**config.mk**
```make
export PLATFORM = sky130hd
export DESIGN_NAME = best_fit_block_allocator_core_flat
export DESIGN_NICKNAME = d
export VERILOG_FILES = /design/src/rtl/bfa_pkg.sv /design/src/rtl/bfa_in_if.sv /design/src/rtl/bfa_out_if.sv /design/src/rtl/bfa_ctrl.sv /design/src/rtl/bfa_datapath.sv /design/src/rtl/best_fit_block_allocator_core.sv /design/src/flat_wrapper.sv
export SDC_FILE = /design/constraint.sdc
export NUM_CORES = 1
export LEC_CHECK = 0
export BUFFER_PORTS_ARGS = -buffer_cell sky130_fd_sc_hd__buf_2
export CORE_MARGIN = 5
export CORE_UTILIZATION = 45
export CTS_CLUSTER_SIZE = 16
export DETAILED_ROUTE_END_ITERATION = 12
export SYNTH_ARGS = -nofsm -noshare
export SYNTH_HDL_FRONTEND = slang
export SYNTH_SLANG_ARGS = --single-unit
```
**constraint.sdc**
```tcl
create_clock -name clk_i -period 6.75 [get_ports clk_i]
set_input_delay 1.0125 -clock clk_i [delete_from_list [all_inputs] [get_ports clk_i]]
set_output_delay 1.0125 -clock clk_i [all_outputs]
set_load 0.01 [all_outputs]
```
**src/rtl/bfa_pkg.sv**
```systemverilog
// ----------------------------------------------------------------------------
// bfa_pkg
// Shared types and constants for the best-fit block allocator: field widths,
// function and status codes, controller states and the command and status
// groups between the controller and the datapath.
// ----------------------------------------------------------------------------
package bfa_pkg;

  // Default table geometry.
  localparam int MAX_BLOCKS_DEF = 16;
  localparam int SIZE_BITS_DEF  = 16;

  // Port field widths.
  localparam int FUNC_W   = 1;
  localparam int BIDX_W   = 4;
  localparam int SIZE_W   = 16;
  localparam int STATUS_W = 2;
  localparam int CHOSEN_W = 4;
  localparam int LEFT_W   = 16;
  localparam int CFG_W    = 5;

  // Reset value of the blocks-in-use register.
  localparam logic [CFG_W-1:0] CFG_RESET = 5'd16;

  // Function codes of an input item.
  localparam logic [FUNC_W-1:0] FUNC_LOAD  = 1'b0;
  localparam logic [FUNC_W-1:0] FUNC_ALLOC = 1'b1;

  // Status codes of a result item.
  localparam logic [STATUS_W-1:0] ST_LOADED    = 2'd0;
  localparam logic [STATUS_W-1:0] ST_ALLOCATED = 2'd1;
  localparam logic [STATUS_W-1:0] ST_NOFIT     = 2'd2;
  localparam logic [STATUS_W-1:0] ST_RANGE     = 2'd3;

  // Controller states.
  typedef enum logic [2:0] {
    S_IDLE,
    S_SCAN,
    S_DRAIN,
    S_DONE
  } bfa_state_e;

  // Commands from the controller to the datapath.
  typedef struct packed {
    logic capture;     // take the accepted item and clear the search
    logic scan_issue;  // read the block at the scan index and step it
    logic finish;      // write the result register and update the table
  } bfa_cmd_t;

  // Status from the datapath to the controller.
  typedef struct packed {
    logic new_is_alloc;  // the offered item is an allocation request
    logic count_zero;    // no block is in use
    logic scan_last;     // the scan index points at the last block in use
    logic out_free;      // the result register can take a new item
  } bfa_sts_t;

endpackage

```
**src/rtl/bfa_in_if.sv**
```systemverilog
// ----------------------------------------------------------------------------
// bfa_in_if
// Input channel of the allocator: valid/ready handshake with the function,
// block index and size of one item.
// ----------------------------------------------------------------------------
interface bfa_in_if import bfa_pkg::*; ();

  logic              valid;
  logic              ready;
  logic [FUNC_W-1:0] func;
  logic [BIDX_W-1:0] block_index;
  logic [SIZE_W-1:0] size;

  modport source (output valid, func, block_index, size, input ready);
  modport sink   (input valid, func, block_index, size, output ready);

endinterface

```
**src/rtl/bfa_out_if.sv**
```systemverilog
// ----------------------------------------------------------------------------
// bfa_out_if
// Result channel of the allocator: valid/ready handshake with the status,
// chosen block and leftover of one item.
// ----------------------------------------------------------------------------
interface bfa_out_if import bfa_pkg::*; ();

  logic                valid;
  logic                ready;
  logic [STATUS_W-1:0] status;
  logic [CHOSEN_W-1:0] chosen_block;
  logic [LEFT_W-1:0]   leftover;

  modport source (output valid, status, chosen_block, leftover, input ready);
  modport sink   (input valid, status, chosen_block, leftover, output ready);

endinterface

```
**src/rtl/bfa_ctrl.sv**
```systemverilog
// ----------------------------------------------------------------------------
// bfa_ctrl
// Controller of the allocator. Accepts one item at a time, steps the
// datapath through the best-fit scan and hands the result to the output
// register once that register is free.
// ----------------------------------------------------------------------------
module bfa_ctrl import bfa_pkg::*; (
  input  logic     clk_i,
  input  logic     rst_ni,
  input  logic     accept_i,
  input  bfa_sts_t sts_i,
  output logic     in_ready_o,
  output bfa_cmd_t cmd_o
);

  bfa_state_e state_q, state_d;

  // State register.
  always_ff @(posedge clk_i or negedge rst_ni) begin
    if (!rst_ni) begin
      state_q <= S_IDLE;
    end else begin
      state_q <= state_d;
    end
  end

  // Next state.
  always_comb begin
    state_d = state_q;
    unique case (state_q)
      S_IDLE: begin
        if (accept_i) begin
          if (sts_i.new_is_alloc && !sts_i.count_zero) begin
            state_d = S_SCAN;
          end else begin
            state_d = S_DONE;
          end
        end
      end
      S_SCAN: begin
        if (sts_i.scan_last) begin
          state_d = S_DRAIN;
        end
      end
      S_DRAIN: begin
        state_d = S_DONE;
      end
      S_DONE: begin
        if (sts_i.out_free) begin
          state_d = S_IDLE;
        end
      end
      default: begin
        state_d = S_IDLE;
      end
    endcase
  end

  // Outputs.
  always_comb begin
    in_ready_o       = 1'b0;
    cmd_o            = '0;
    unique case (state_q)
      S_IDLE: begin
        in_ready_o    = 1'b1;
        cmd_o.capture = accept_i;
      end
      S_SCAN: begin
        cmd_o.scan_issue = 1'b1;
      end
      S_DRAIN: begin
        cmd_o = '0;
      end
      S_DONE: begin
        cmd_o.finish = sts_i.out_free;
      end
      default: begin
        cmd_o = '0;
      end
    endcase
  end

endmodule

```
**src/rtl/bfa_datapath.sv**
```systemverilog
// ----------------------------------------------------------------------------
// bfa_datapath
// Datapath of the allocator: block size memory, allocated flags, the
// blocks-in-use register, one compare stage for the scan and the result
// register.
// ----------------------------------------------------------------------------
module bfa_datapath import bfa_pkg::*; #(
  parameter int MAX_BLOCKS = MAX_BLOCKS_DEF,
  parameter int SIZE_BITS  = SIZE_BITS_DEF
) (
  input  logic                clk_i,
  input  logic                rst_ni,
  input  logic                cfg_we_i,
  input  logic [CFG_W-1:0]    cfg_wdata_i,
  input  bfa_cmd_t            cmd_i,
  output bfa_sts_t            sts_o,
  input  logic [FUNC_W-1:0]   in_func_i,
  input  logic [BIDX_W-1:0]   in_block_index_i,
  input  logic [SIZE_W-1:0]   in_size_i,
  input  logic                out_ready_i,
  output logic                out_valid_o,
  output logic [STATUS_W-1:0] out_status_o,
  output logic [CHOSEN_W-1:0] out_chosen_block_o,
  output logic [LEFT_W-1:0]   out_leftover_o
);

  localparam int IdxW  = $clog2(MAX_BLOCKS);
  localparam int CntW  = $clog2(MAX_BLOCKS + 1);
  localparam int WideW = (CntW > CFG_W) ? CntW : CFG_W;
  localparam int LeftW = (SIZE_BITS > SIZE_W) ? SIZE_BITS : SIZE_W;
  localparam logic [WideW-1:0] MaxCnt = WideW'(MAX_BLOCKS);

  // Storage.
  logic [SIZE_BITS-1:0]  mem_q [MAX_BLOCKS];
  logic [MAX_BLOCKS-1:0] taken_q, taken_d;
  logic [CFG_W-1:0]      cfg_q;

  // Item and search registers.
  logic [FUNC_W-1:0]    func_q;
  logic [BIDX_W-1:0]    slot_q;
  logic [SIZE_BITS-1:0] req_q;
  logic [IdxW-1:0]      idx_q;
  logic                 pipe_v_q;
  logic [IdxW-1:0]      cmp_idx_q;
  logic [SIZE_BITS-1:0] rd_size_q;
  logic                 rd_taken_q;
  logic                 found_q;
  logic [IdxW-1:0]      best_idx_q;
  logic [SIZE_BITS-1:0] best_left_q;

  // Result register.
  logic                out_valid_q, out_valid_d;
  logic [STATUS_W-1:0] status_q;
  logic [CHOSEN_W-1:0] chosen_q;
  logic [LEFT_W-1:0]   left_q;

  // Derived values.
  logic [WideW-1:0]     cfg_ext, count_w, slot_ext, idx_ext, best_ext;
  logic                 slot_ok;
  logic [LeftW-1:0]     req_ext, left_ext;
  logic [SIZE_BITS:0]   diff;
  logic                 fits, better;
  logic                 do_load, do_alloc;

  // Effective count is the register clamped to the table depth.
  assign cfg_ext  = WideW'(cfg_q);
  assign count_w  = (cfg_ext > MaxCnt) ? MaxCnt : cfg_ext;
  assign slot_ext = WideW'(slot_q);
  assign slot_ok  = slot_ext < count_w;
  assign idx_ext  = WideW'(idx_q);
  assign best_ext = WideW'(best_idx_q);
  assign req_ext  = LeftW'(in_size_i);
  assign left_ext = LeftW'(best_left_q);

  // Status toward the controller.
  always_comb begin
    sts_o.new_is_alloc = (in_func_i == FUNC_ALLOC);
    sts_o.count_zero   = (count_w == '0);
    sts_o.scan_last    = (idx_ext == count_w - WideW'(1));
    sts_o.out_free     = !out_valid_q || out_ready_i;
  end

  // Compare stage: one subtract gives both the fit test and the leftover.
  assign diff   = {1'b0, rd_size_q} - {1'b0, req_q};
  assign fits   = pipe_v_q && !rd_taken_q && !diff[SIZE_BITS];
  assign better = !found_q || (diff[SIZE_BITS-1:0] < best_left_q);

  assign do_load  = cmd_i.finish && (func_q == FUNC_LOAD) && slot_ok;
  assign do_alloc = cmd_i.finish && (func_q == FUNC_ALLOC) && found_q;

  // Configuration register.
  always_ff @(posedge clk_i or negedge rst_ni) begin
    if (!rst_ni) begin
      cfg_q <= CFG_RESET;
    end else if (cfg_we_i) begin
      cfg_q <= cfg_wdata_i;
    end
  end

  // Allocated flags: a load frees its block, an allocation takes one.
  always_comb begin
    taken_d = taken_q;
    if (do_load) begin
      taken_d[slot_ext[IdxW-1:0]] = 1'b0;
    end
    if (do_alloc) begin
      taken_d[best_idx_q] = 1'b1;
    end
  end

  always_ff @(posedge clk_i or negedge rst_ni) begin
    if (!rst_ni) begin
      taken_q <= '0;
    end else begin
      taken_q <= taken_d;
    end
  end

  // Block size memory with a registered read port.
  always_ff @(posedge clk_i) begin
    if (do_load) begin
      mem_q[slot_ext[IdxW-1:0]] <= req_q;
    end
    if (cmd_i.scan_issue) begin
      rd_size_q  <= mem_q[idx_q];
      rd_taken_q <= taken_q[idx_q];
      cmp_idx_q  <= idx_q;
    end
  end

  // Compare stage valid bit.
  always_ff @(posedge clk_i or negedge rst_ni) begin
    if (!rst_ni) begin
      pipe_v_q <= 1'b0;
    end else begin
      pipe_v_q <= cmd_i.scan_issue;
    end
  end

  // Item capture, scan index and best candidate.
  always_ff @(posedge clk_i) begin
    if (cmd_i.capture) begin
      func_q  <= in_func_i;
      slot_q  <= in_block_index_i;
      req_q   <= req_ext[SIZE_BITS-1:0];
      idx_q   <= '0;
      found_q <= 1'b0;
    end else begin
      if (cmd_i.scan_issue) begin
        idx_q <= idx_q + IdxW'(1);
      end
      if (fits && better) begin
        found_q     <= 1'b1;
        best_idx_q  <= cmp_idx_q;
        best_left_q <= diff[SIZE_BITS-1:0];
      end
    end
  end

  // Result register valid bit.
  always_comb begin
    out_valid_d = out_valid_q;
    if (cmd_i.finish) begin
      out_valid_d = 1'b1;
    end else if (out_ready_i) begin
      out_valid_d = 1'b0;
    end
  end

  always_ff @(posedge clk_i or negedge rst_ni) begin
    if (!rst_ni) begin
      out_valid_q <= 1'b0;
    end else begin
      out_valid_q <= out_valid_d;
    end
  end

  // Result payload.
  always_ff @(posedge clk_i) begin
    if (cmd_i.finish) begin
      status_q <= ST_LOADED;
      chosen_q <= '0;
      left_q   <= '0;
      if (func_q == FUNC_LOAD) begin
        if (!slot_ok) begin
          status_q <= ST_RANGE;
        end
      end else if (found_q) begin
        status_q <= ST_ALLOCATED;
        chosen_q <= best_ext[CHOSEN_W-1:0];
        left_q   <= left_ext[LEFT_W-1:0];
      end else begin
        status_q <= ST_NOFIT;
      end
    end
  end

  assign out_valid_o        = out_valid_q;
  assign out_status_o       = status_q;
  assign out_chosen_block_o = chosen_q;
  assign out_leftover_o     = left_q;

endmodule

```
**src/rtl/best_fit_block_allocator_core.sv**
```systemverilog
// ----------------------------------------------------------------------------
// best_fit_block_allocator_core
// Best-fit block allocator: loads block sizes into a table and serves
// allocation requests with the free block that leaves the smallest leftover.
//
//   Channel   Dir  Handshake       Item
//   in_i      in   valid/ready     func, block_index, size
//   out_o     out  valid/ready     status, chosen_block, leftover
//   cfg       in   cfg_we_i        blocks_in_use (cfg_wdata_i)
//
// A load, or a request with no block in use, goes from idle straight to the
// done state; a request scans the N blocks in use, N being blocks_in_use
// clamped to MAX_BLOCKS, reading the size memory one block per cycle through
// one compare stage, then drains that stage before the done state.
// Reset frees every block and sets blocks_in_use to 16; block sizes hold
// no value until loaded. A result waits in the output register while the
// next item is taken; that item's result waits until the register frees.
// ----------------------------------------------------------------------------
module best_fit_block_allocator_core import bfa_pkg::*; #(
  parameter int MAX_BLOCKS = MAX_BLOCKS_DEF,
  parameter int SIZE_BITS  = SIZE_BITS_DEF
) (
  input  logic             clk_i,
  input  logic             rst_ni,
  input  logic             cfg_we_i,
  input  logic [CFG_W-1:0] cfg_wdata_i,
  bfa_in_if.sink           in_i,
  bfa_out_if.source        out_o
);

  bfa_cmd_t cmd;
  bfa_sts_t sts;
  logic     in_ready;
  logic     accept;

  assign in_i.ready = in_ready;
  assign accept     = in_i.valid && in_ready;

  // Controller.
  bfa_ctrl u_ctrl (
    .clk_i      (clk_i),
    .rst_ni     (rst_ni),
    .accept_i   (accept),
    .sts_i      (sts),
    .in_ready_o (in_ready),
    .cmd_o      (cmd)
  );

  // Datapath.
  bfa_datapath #(
    .MAX_BLOCKS (MAX_BLOCKS),
    .SIZE_BITS  (SIZE_BITS)
  ) u_datapath (
    .clk_i              (clk_i),
    .rst_ni             (rst_ni),
    .cfg_we_i           (cfg_we_i),
    .cfg_wdata_i        (cfg_wdata_i),
    .cmd_i              (cmd),
    .sts_o              (sts),
    .in_func_i          (in_i.func),
    .in_block_index_i   (in_i.block_index),
    .in_size_i          (in_i.size),
    .out_ready_i        (out_o.ready),
    .out_valid_o        (out_o.valid),
    .out_status_o       (out_o.status),
    .out_chosen_block_o (out_o.chosen_block),
    .out_leftover_o     (out_o.leftover)
  );

  // A result never overwrites one that is still waiting.
  assert property (@(posedge clk_i) disable iff (!rst_ni)
    cmd.finish |-> (!out_o.valid || out_o.ready))
    else $error("result written over a pending result");

  // A new result shows up only after the controller finished an item.
  assert property (@(posedge clk_i) disable iff (!rst_ni)
    $rose(out_o.valid) |-> $past(cmd.finish))
    else $error("result appeared without a finished item");

  // No item is taken while a scan is running.
  assert property (@(posedge clk_i) disable iff (!rst_ni)
    cmd.scan_issue |-> !in_i.ready)
    else $error("input ready during a scan");

endmodule
```
**src/flat_wrapper.sv**
```systemverilog
// flat-port wrapper written by rule: the top's interface ports become plain ports
module best_fit_block_allocator_core_flat import bfa_pkg::*;
#(
  parameter int MAX_BLOCKS = MAX_BLOCKS_DEF,
  parameter int SIZE_BITS  = SIZE_BITS_DEF
)
  (clk_i, rst_ni, cfg_we_i, cfg_wdata_i, in_i_valid, in_i_func, in_i_block_index, in_i_size, in_i_ready, out_o_valid, out_o_status, out_o_chosen_block, out_o_leftover, out_o_ready);
  bfa_in_if in_i_i ();
  bfa_out_if out_o_i ();
  input  logic clk_i;
  input  logic rst_ni;
  input  logic cfg_we_i;
  input  logic [CFG_W-1:0] cfg_wdata_i;
  input wire logic [$bits(in_i_i.valid)-1:0] in_i_valid;
  input wire logic [$bits(in_i_i.func)-1:0] in_i_func;
  input wire logic [$bits(in_i_i.block_index)-1:0] in_i_block_index;
  input wire logic [$bits(in_i_i.size)-1:0] in_i_size;
  output wire logic [$bits(in_i_i.ready)-1:0] in_i_ready;
  output wire logic [$bits(out_o_i.valid)-1:0] out_o_valid;
  output wire logic [$bits(out_o_i.status)-1:0] out_o_status;
  output wire logic [$bits(out_o_i.chosen_block)-1:0] out_o_chosen_block;
  output wire logic [$bits(out_o_i.leftover)-1:0] out_o_leftover;
  input wire logic [$bits(out_o_i.ready)-1:0] out_o_ready;
  assign in_i_i.valid = in_i_valid;
  assign in_i_i.func = in_i_func;
  assign in_i_i.block_index = in_i_block_index;
  assign in_i_i.size = in_i_size;
  assign in_i_ready = in_i_i.ready;
  assign out_o_valid = out_o_i.valid;
  assign out_o_status = out_o_i.status;
  assign out_o_chosen_block = out_o_i.chosen_block;
  assign out_o_leftover = out_o_i.leftover;
  assign out_o_i.ready = out_o_ready;
  best_fit_block_allocator_core #(.MAX_BLOCKS(MAX_BLOCKS), .SIZE_BITS(SIZE_BITS)) u_core (.clk_i(clk_i), .rst_ni(rst_ni), .cfg_we_i(cfg_we_i), .cfg_wdata_i(cfg_wdata_i), .in_i(in_i_i), .out_o(out_o_i));
endmodule
```
* Word level (Yosys, flattened, before mapping)
Memories as Yosys holds them, arrays and structs flattened. A register that Yosys moved wholly into a read port is not among the register bits. Index checks and enable logic that the tools add are counted.
Word-level totals: flip-flop bits (word level) 99, latch bits 0, RAM bits 256, ROM bits 0, bits of input ports 31, output and inout bits 24, word-level logic and storage cells 90, memories 1
Operators by class: $add $sub $neg 3, multipliers 0, divide/modulo/power cells 0, $lt $le $gt $ge 8, equality and inequality tests 7, shifts and indexed selects 0, multiplexer cells 25, bitwise operators 5, reduce and logical (&&, ||, !) cells 24
Memories:
- u_core.u_datapath.mem_q | depth 16, bits a word 16, read ports 1, clocked after Yosys merged registers in 1, wr ports 1, RTL line bfa_datapath.sv:34 | logic [SIZE_BITS-1:0] mem_q [MAX_BLOCKS];
Operators by type and width (count):
- $mux 16 | 2
- $sub 16x16->17 | 1
- $and 16x16->16 | 1
- $lt 16x16->1 | 1
- $not 16->16 | 1
- $or 16x16->16 | 1
- $lt 4x5->1 const B | 3
- $pmux 3 s4 | 1
- $logic_and 1x1->1 | 11
- $mux 1 | 11
- $mux 3 | 3
- $demux 1 s4 | 2
- $ge 4x1->1 const B | 2
- $mux 2 | 4
- $eq 3x2->1 const B | 2
- $eq 4x5->1 | 1
- $gt 5x5->1 const B | 1
- $logic_not 1->1 | 5
- $logic_not 5->1 | 1
- $lt 4x5->1 | 1
- $mux 5 | 1
- $sub 5x1->5 const B | 1
- $add 4x1->4 const B | 1
- $bmux 1 s4 | 1
- 9 further kinds | 13

* Logic depth before layout (Yosys ltp)
word-level depth 9, gate-level depth with buffers 16, mapped depth without buffers 16

* By module
A second synthesis with hierarchy kept.
Unflattened totals: cell total of the unflattened synthesis 848, area total of the unflattened synthesis 15583.7 um^2
By module, submodules not included:
- bfa_datapath | instances 1, cells an instance 826, area an instance 15381.0 um^2, sequential area each 10886.7 um^2
- bfa_ctrl | instances 1, cells an instance 21, area an instance 196.4 um^2, sequential area each 50.0 um^2
- best_fit_block_allocator_core | instances 1, cells an instance 1, area an instance 6.3 um^2, sequential area each 0.0 um^2

* Least setup slack after synthesis
Ideal clock, no wire load.
path kind reg-to-reg, start point register u_core.u_datapath.req_q[0], end point register u_core.u_datapath.best_idx_q[0], enable pin, setup time 507 ps, data arrival time 6340 ps, data required time 6243 ps, path slack -96 ps, cell stages (with the launch flop) 16, buffers on the path 0, period minus slack after synthesis 6846 ps, cells stage by stage edfxtp_1 ha_1 fa_1 nor2b_1 o31a_1 o21ai_1 a21oi_1 nor2_1 o311ai_0 ha_1 nand4_1 nor3_1 nor3_1 o211ai_1 o22a_1 a2111oi_0
Between the ends: word-level cells in the longest chain between the ends 5, elaborated cells on any way between the ends 7, those cells by class add/sub: 1; order compare: 1; reduce/logical: 5
RTL lines:
- from (decl) | RTL line bfa_datapath.sv:41 | logic [SIZE_BITS-1:0] req_q;
- from (signal assigned) | RTL line bfa_datapath.sv:145 | req_q <= req_ext[SIZE_BITS-1:0];
- $sub 16x16->17 | RTL line bfa_datapath.sv:84 | assign diff = {1'b0, rd_size_q} - {1'b0, req_q};
- via u_core.u_datapath.diff[14] | RTL line bfa_datapath.sv:61 | logic [SIZE_BITS:0] diff;
- $lt 16x16->1 | RTL line bfa_datapath.sv:86 | assign better = !found_q || (diff[SIZE_BITS-1:0] < best_left_q);
- $logic_or 1x1->1 | RTL line bfa_datapath.sv:86
- $logic_and 1x1->1 | RTL line bfa_datapath.sv:152 | if (fits && better) begin
- $reduce_and 2->1 (no line)
- to (signal assigned) | RTL line bfa_datapath.sv:154 | best_idx_q <= cmp_idx_q;
- to (decl) | RTL line bfa_datapath.sv:48 | logic [IdxW-1:0] best_idx_q;
The timed path passes the listed nets, and every way through them passes these cells. A chain may end at the register's enable or synchronous reset.

* Worst setup path in the final report
start point register u_core.u_datapath.req_q[0], end point register u_core.u_datapath.best_left_q[10], enable pin
Between the ends: word-level cells in the longest chain between the ends 5, elaborated cells on any way between the ends 7, those cells by class add/sub: 1; order compare: 1; reduce/logical: 5
RTL lines:
- $sub 16x16->17 | RTL line bfa_datapath.sv:84
- via u_core.u_datapath.diff[14] | RTL line bfa_datapath.sv:61
- $lt 16x16->1 | RTL line bfa_datapath.sv:86
- $logic_or 1x1->1 | RTL line bfa_datapath.sv:86
- $logic_and 1x1->1 | RTL line bfa_datapath.sv:152
- $reduce_and 2->1 (no line)
- to (signal assigned) | RTL line bfa_datapath.sv:155 | best_left_q <= diff[SIZE_BITS-1:0];
- to (decl) | RTL line bfa_datapath.sv:49 | logic [SIZE_BITS-1:0] best_left_q;
The timed path passes the listed nets, and every way through them passes these cells.

==> results.toml <==
[final_layout]
final_cell_mix = "edfxtp_1 (340), mux4_2 (85), nor2_1 (63), buf_2 (54), inv_1 (51)"
area_delta_synth_final_pct = 14.17
layout_commonest_cell = "edfxtp_1"
num-nets-final = 1021
fillers = 2715
drive_above_1_share_pct = 24.85
num_antenna_cells = 0

[cts]
postCtsSetupRepairBufs = 0
clk_pin_slew_ns = 0.06
clk_latency_ns = 0.53
cts_tree = "done"
clkSinkCount = 370
cts-root-buf = "clkbuf_16"
cts_resized = 0
numCtsBuffers = 40
clk_path_buf_depth = 3
ctsHoldBuffers = 0
cts_max_level = 2

[yosys]
async_flop_share_pct = 6.757
syn_nets = 935
synthSimpleGateAreaFrac_pct = 5.666
syn_area_mm2 = 0.01539
synth-seq-area-share_pct = 71.05
synthFlopType = "edfxtp_1"
ys_ff_latch = 370
avgSynthCellArea_um2 = 17.86
synth_xor_area_share_pct = 0.9104
synth_fa_ha_area_share_pct = 3.463
synth_mux_area_share_pct = 12.72
synth_top_family_by_area = "multiplexers"
synth_cell_types = 64
synthCells = 862
synth_warnings = 0
synth_compound_area_share_pct = 3.983
synth-edff-count = 340

[detailed_routing]
drt_iter0_markers = 549
via_per_inst = 5.450
vias = 7771
drt_wl_total_um = 32770
firstDrtPassIters = 5
routedWlPerCell_um = 22.98
ant_nets = 0
drc_errors = 0

[placement]
hpwlAfterDp_um = 18750
port-buffer-count = 54
place_congestion = 0.8159
place_ws_ns = 2.139

[sta]
finalMaxSlewViolations = 0
skew_ns = 0.01578
setup_viol = 0
fmax_mhz = 213.4
worst_slack_ns = 2.063
fin_crit_sh_pct = 69.43
setup-tns-final_ns = 0
final.min_clock_period_ns = 4.687
hold_viol_final = 0
slew_headroom_pct = 34.03
worstMarginPinSlew_ns = 0.9896
rsz0062_at_grt = "false"

[setup_path]
reg2reg_to = "u_core.u_datapath.best_left_q[10]"
cp-start-kind = "register"
cp-startpoint = "u_core.u_datapath.req_q[0]"
cp.arrival_ns = 4.90
critPathKind = "register to register"
r2r_cells = 16
worst_ep_required_time_ns = 6.97
r2r_setup_slack_ns = 2.06
endpoint_kind = "register"
r2r_start = "u_core.u_datapath.req_q[0]"
critPathMaxFanout = 17

[power_and_ir_drop]
p_leak_uw = 0.006089
power_density_mw_per_mm2 = 391.9
irDropWorstVdd_uv = 212.5

[hold_path]
hold_depth = 0
min_to = "u_core.u_datapath.best_idx_q[2]"
min_from = "u_core.u_datapath.cmp_idx_q[2]"
hold_class = "register to register"

[floorplan]
dieArea_mm2 = 0.03800
die_x_um = 194.9
core_mm2 = 0.03362
io_pins = 55
die_height_um = 194.9
start_util_pct = 45.79
rows = 67

[flow_run]
cap_violations = 0

[global_routing]
grt_use_total_pct = 17.41
grt_pass1_vias = 7990
grt_max_degree = 50
grt_overflow_total = 0
antenna_found_initial = 0
grt_pass1_wl_um = 49800

[status]
outcome = "complete, no violations"
## cell type report
| cell class | instances | area, um^2 | area share [%] |
|---|---|---|---|
| inverter | 52 | 195.2 | 1.111 |
| clock buffer | 53 | 1071 | 6.095 |
| timing repair buffer | 77 | 442.9 | 2.520 |
| clock inverter | 19 | 203.9 | 1.161 |
| sequential | 370 | 10940 | 62.27 |
| multi-input combinational | 407 | 4156 | 23.65 |
| tap | 448 | 560.5 | 3.190 |
## cell usage after synthesis (4+ instances only)
library cell	number	area share, %
edfxtp_1	340	66
mux4_2	85	12
nor2_1	63	1.5
inv_1	51	1.2
ha_1	41	3.3
nand2_1	30	0.73
a21oi_1	24	0.78
dfrtp_1	24	3.9
clkbuf_1	19	0.46
nor3_1	15	0.49
o21ai_0	14	0.46
nand2b_1	12	0.49
a2bb2oi_1	11	0.63
xor2_1	10	0.57
a21o_1	9	0.44
nor3_2	8	0.52
buf_2	7	0.23
nand3_1	7	0.23
and3_1	6	0.24
xnor2_1	6	0.34
buf_1	5	0.12
dfxtp_1	5	0.65
and2_1	4	0.16
nand4_1	4	0.16
nor2b_1	4	0.16
## where the power goes
group          internal, uW  switching [uW]  leakage (uW)
logic                   772             890       0.00201
registers              2850             253       0.00345
clock network          1270             851      0.000623
## registers in the layout, indices dropped and copies added, names as in the netlist, 2 cells and up
signal                                count
u_core.u_ctrl.state_q                     2
u_core.u_datapath.best_idx_q              4
u_core.u_datapath.best_left_q            16
u_core.u_datapath.cfg_ext                 5
u_core.u_datapath.cmp_idx_q               4
u_core.u_datapath.idx_q                   4
u_core.u_datapath.mem_q                 256
u_core.u_datapath.out_chosen_block_o      4
u_core.u_datapath.out_leftover_o         16
u_core.u_datapath.out_status_o            2
u_core.u_datapath.rd_size_q              16
u_core.u_datapath.req_q                  16
u_core.u_datapath.slot_q                  4
u_core.u_datapath.taken_q                16
## kinds of logic after synthesis
family,after synthesis
flip-flops,370
AND/OR/NAND/NOR,171
AO/OA/AOI/OAI,89
multiplexers,89
buffers and inverters,85
adder cells (fa/ha/maj),42
XOR/XNOR,16
## per-layer routing
layer | GRT usage [%] | share of wire [%] | up-vias
li1 | - | - | 3562
met1 | 24.18 | 44 | 3987
met2 | 29.47 | 50 | 183
met3 | 2.580 | 4.8 | 39
met4 | 4.034 | 1.5 | 0
met5 | 0 | 0 | -
## how the worst max path moves through the flow
stage	end	slack [ns]
6_report	u_core.u_datapath.best_left_q[10]	2.06
5_1_grt	u_core.u_datapath.best_left_q[13]	1.65
4_1_cts	u_core.u_datapath.best_left_q[13]	2.11
3_5_place_dp	u_core.u_datapath.best_left_q[12]	2.14
3_3_place_gp	u_core.u_datapath.best_idx_q[1]	2.30
2_1_floorplan	u_core.u_datapath.best_idx_q[0]	0.86
## worst max-delay path: stages (launching register included)
cell and delay (ns):
edfxtp_1 0.60, ha_1 0.34, fa_1 0.41, nor2b_1 0.17
o31a_1 0.16, o21ai_1 0.11, a21oi_1 0.30, nor2_1 0.12
o311ai_0 0.52, ha_1 0.35, nand4_1 0.13, nor3_1 0.07
nor3_1 0.13, o211ai_1 0.12, o22a_1 0.18, a2111oi_2 0.39
buf_4 0.28
## through the flow
step | util (%) | std cells | hold slack (ns) | total power (uW) | instance area (um^2)
2_1_floorplan | - | 862 | 0.4003 | 4314 | 15390
3_3_place_gp | 48.48 | 1354 | 0.4010 | 4810 | 16300
4_1_cts | 52.28 | 1426 | 0.4251 | 6959 | 17570
5_1_grt | 52.28 | 1426 | 0.4275 | 7269 | 17570
6_report | 52.28 | 1426 | 0.4265 | 6888 | 17570
3_5_place_dp | 48.48 | 1354 | 0.4092 | 4828 | 16300
(Power assumes the default switching activity.)
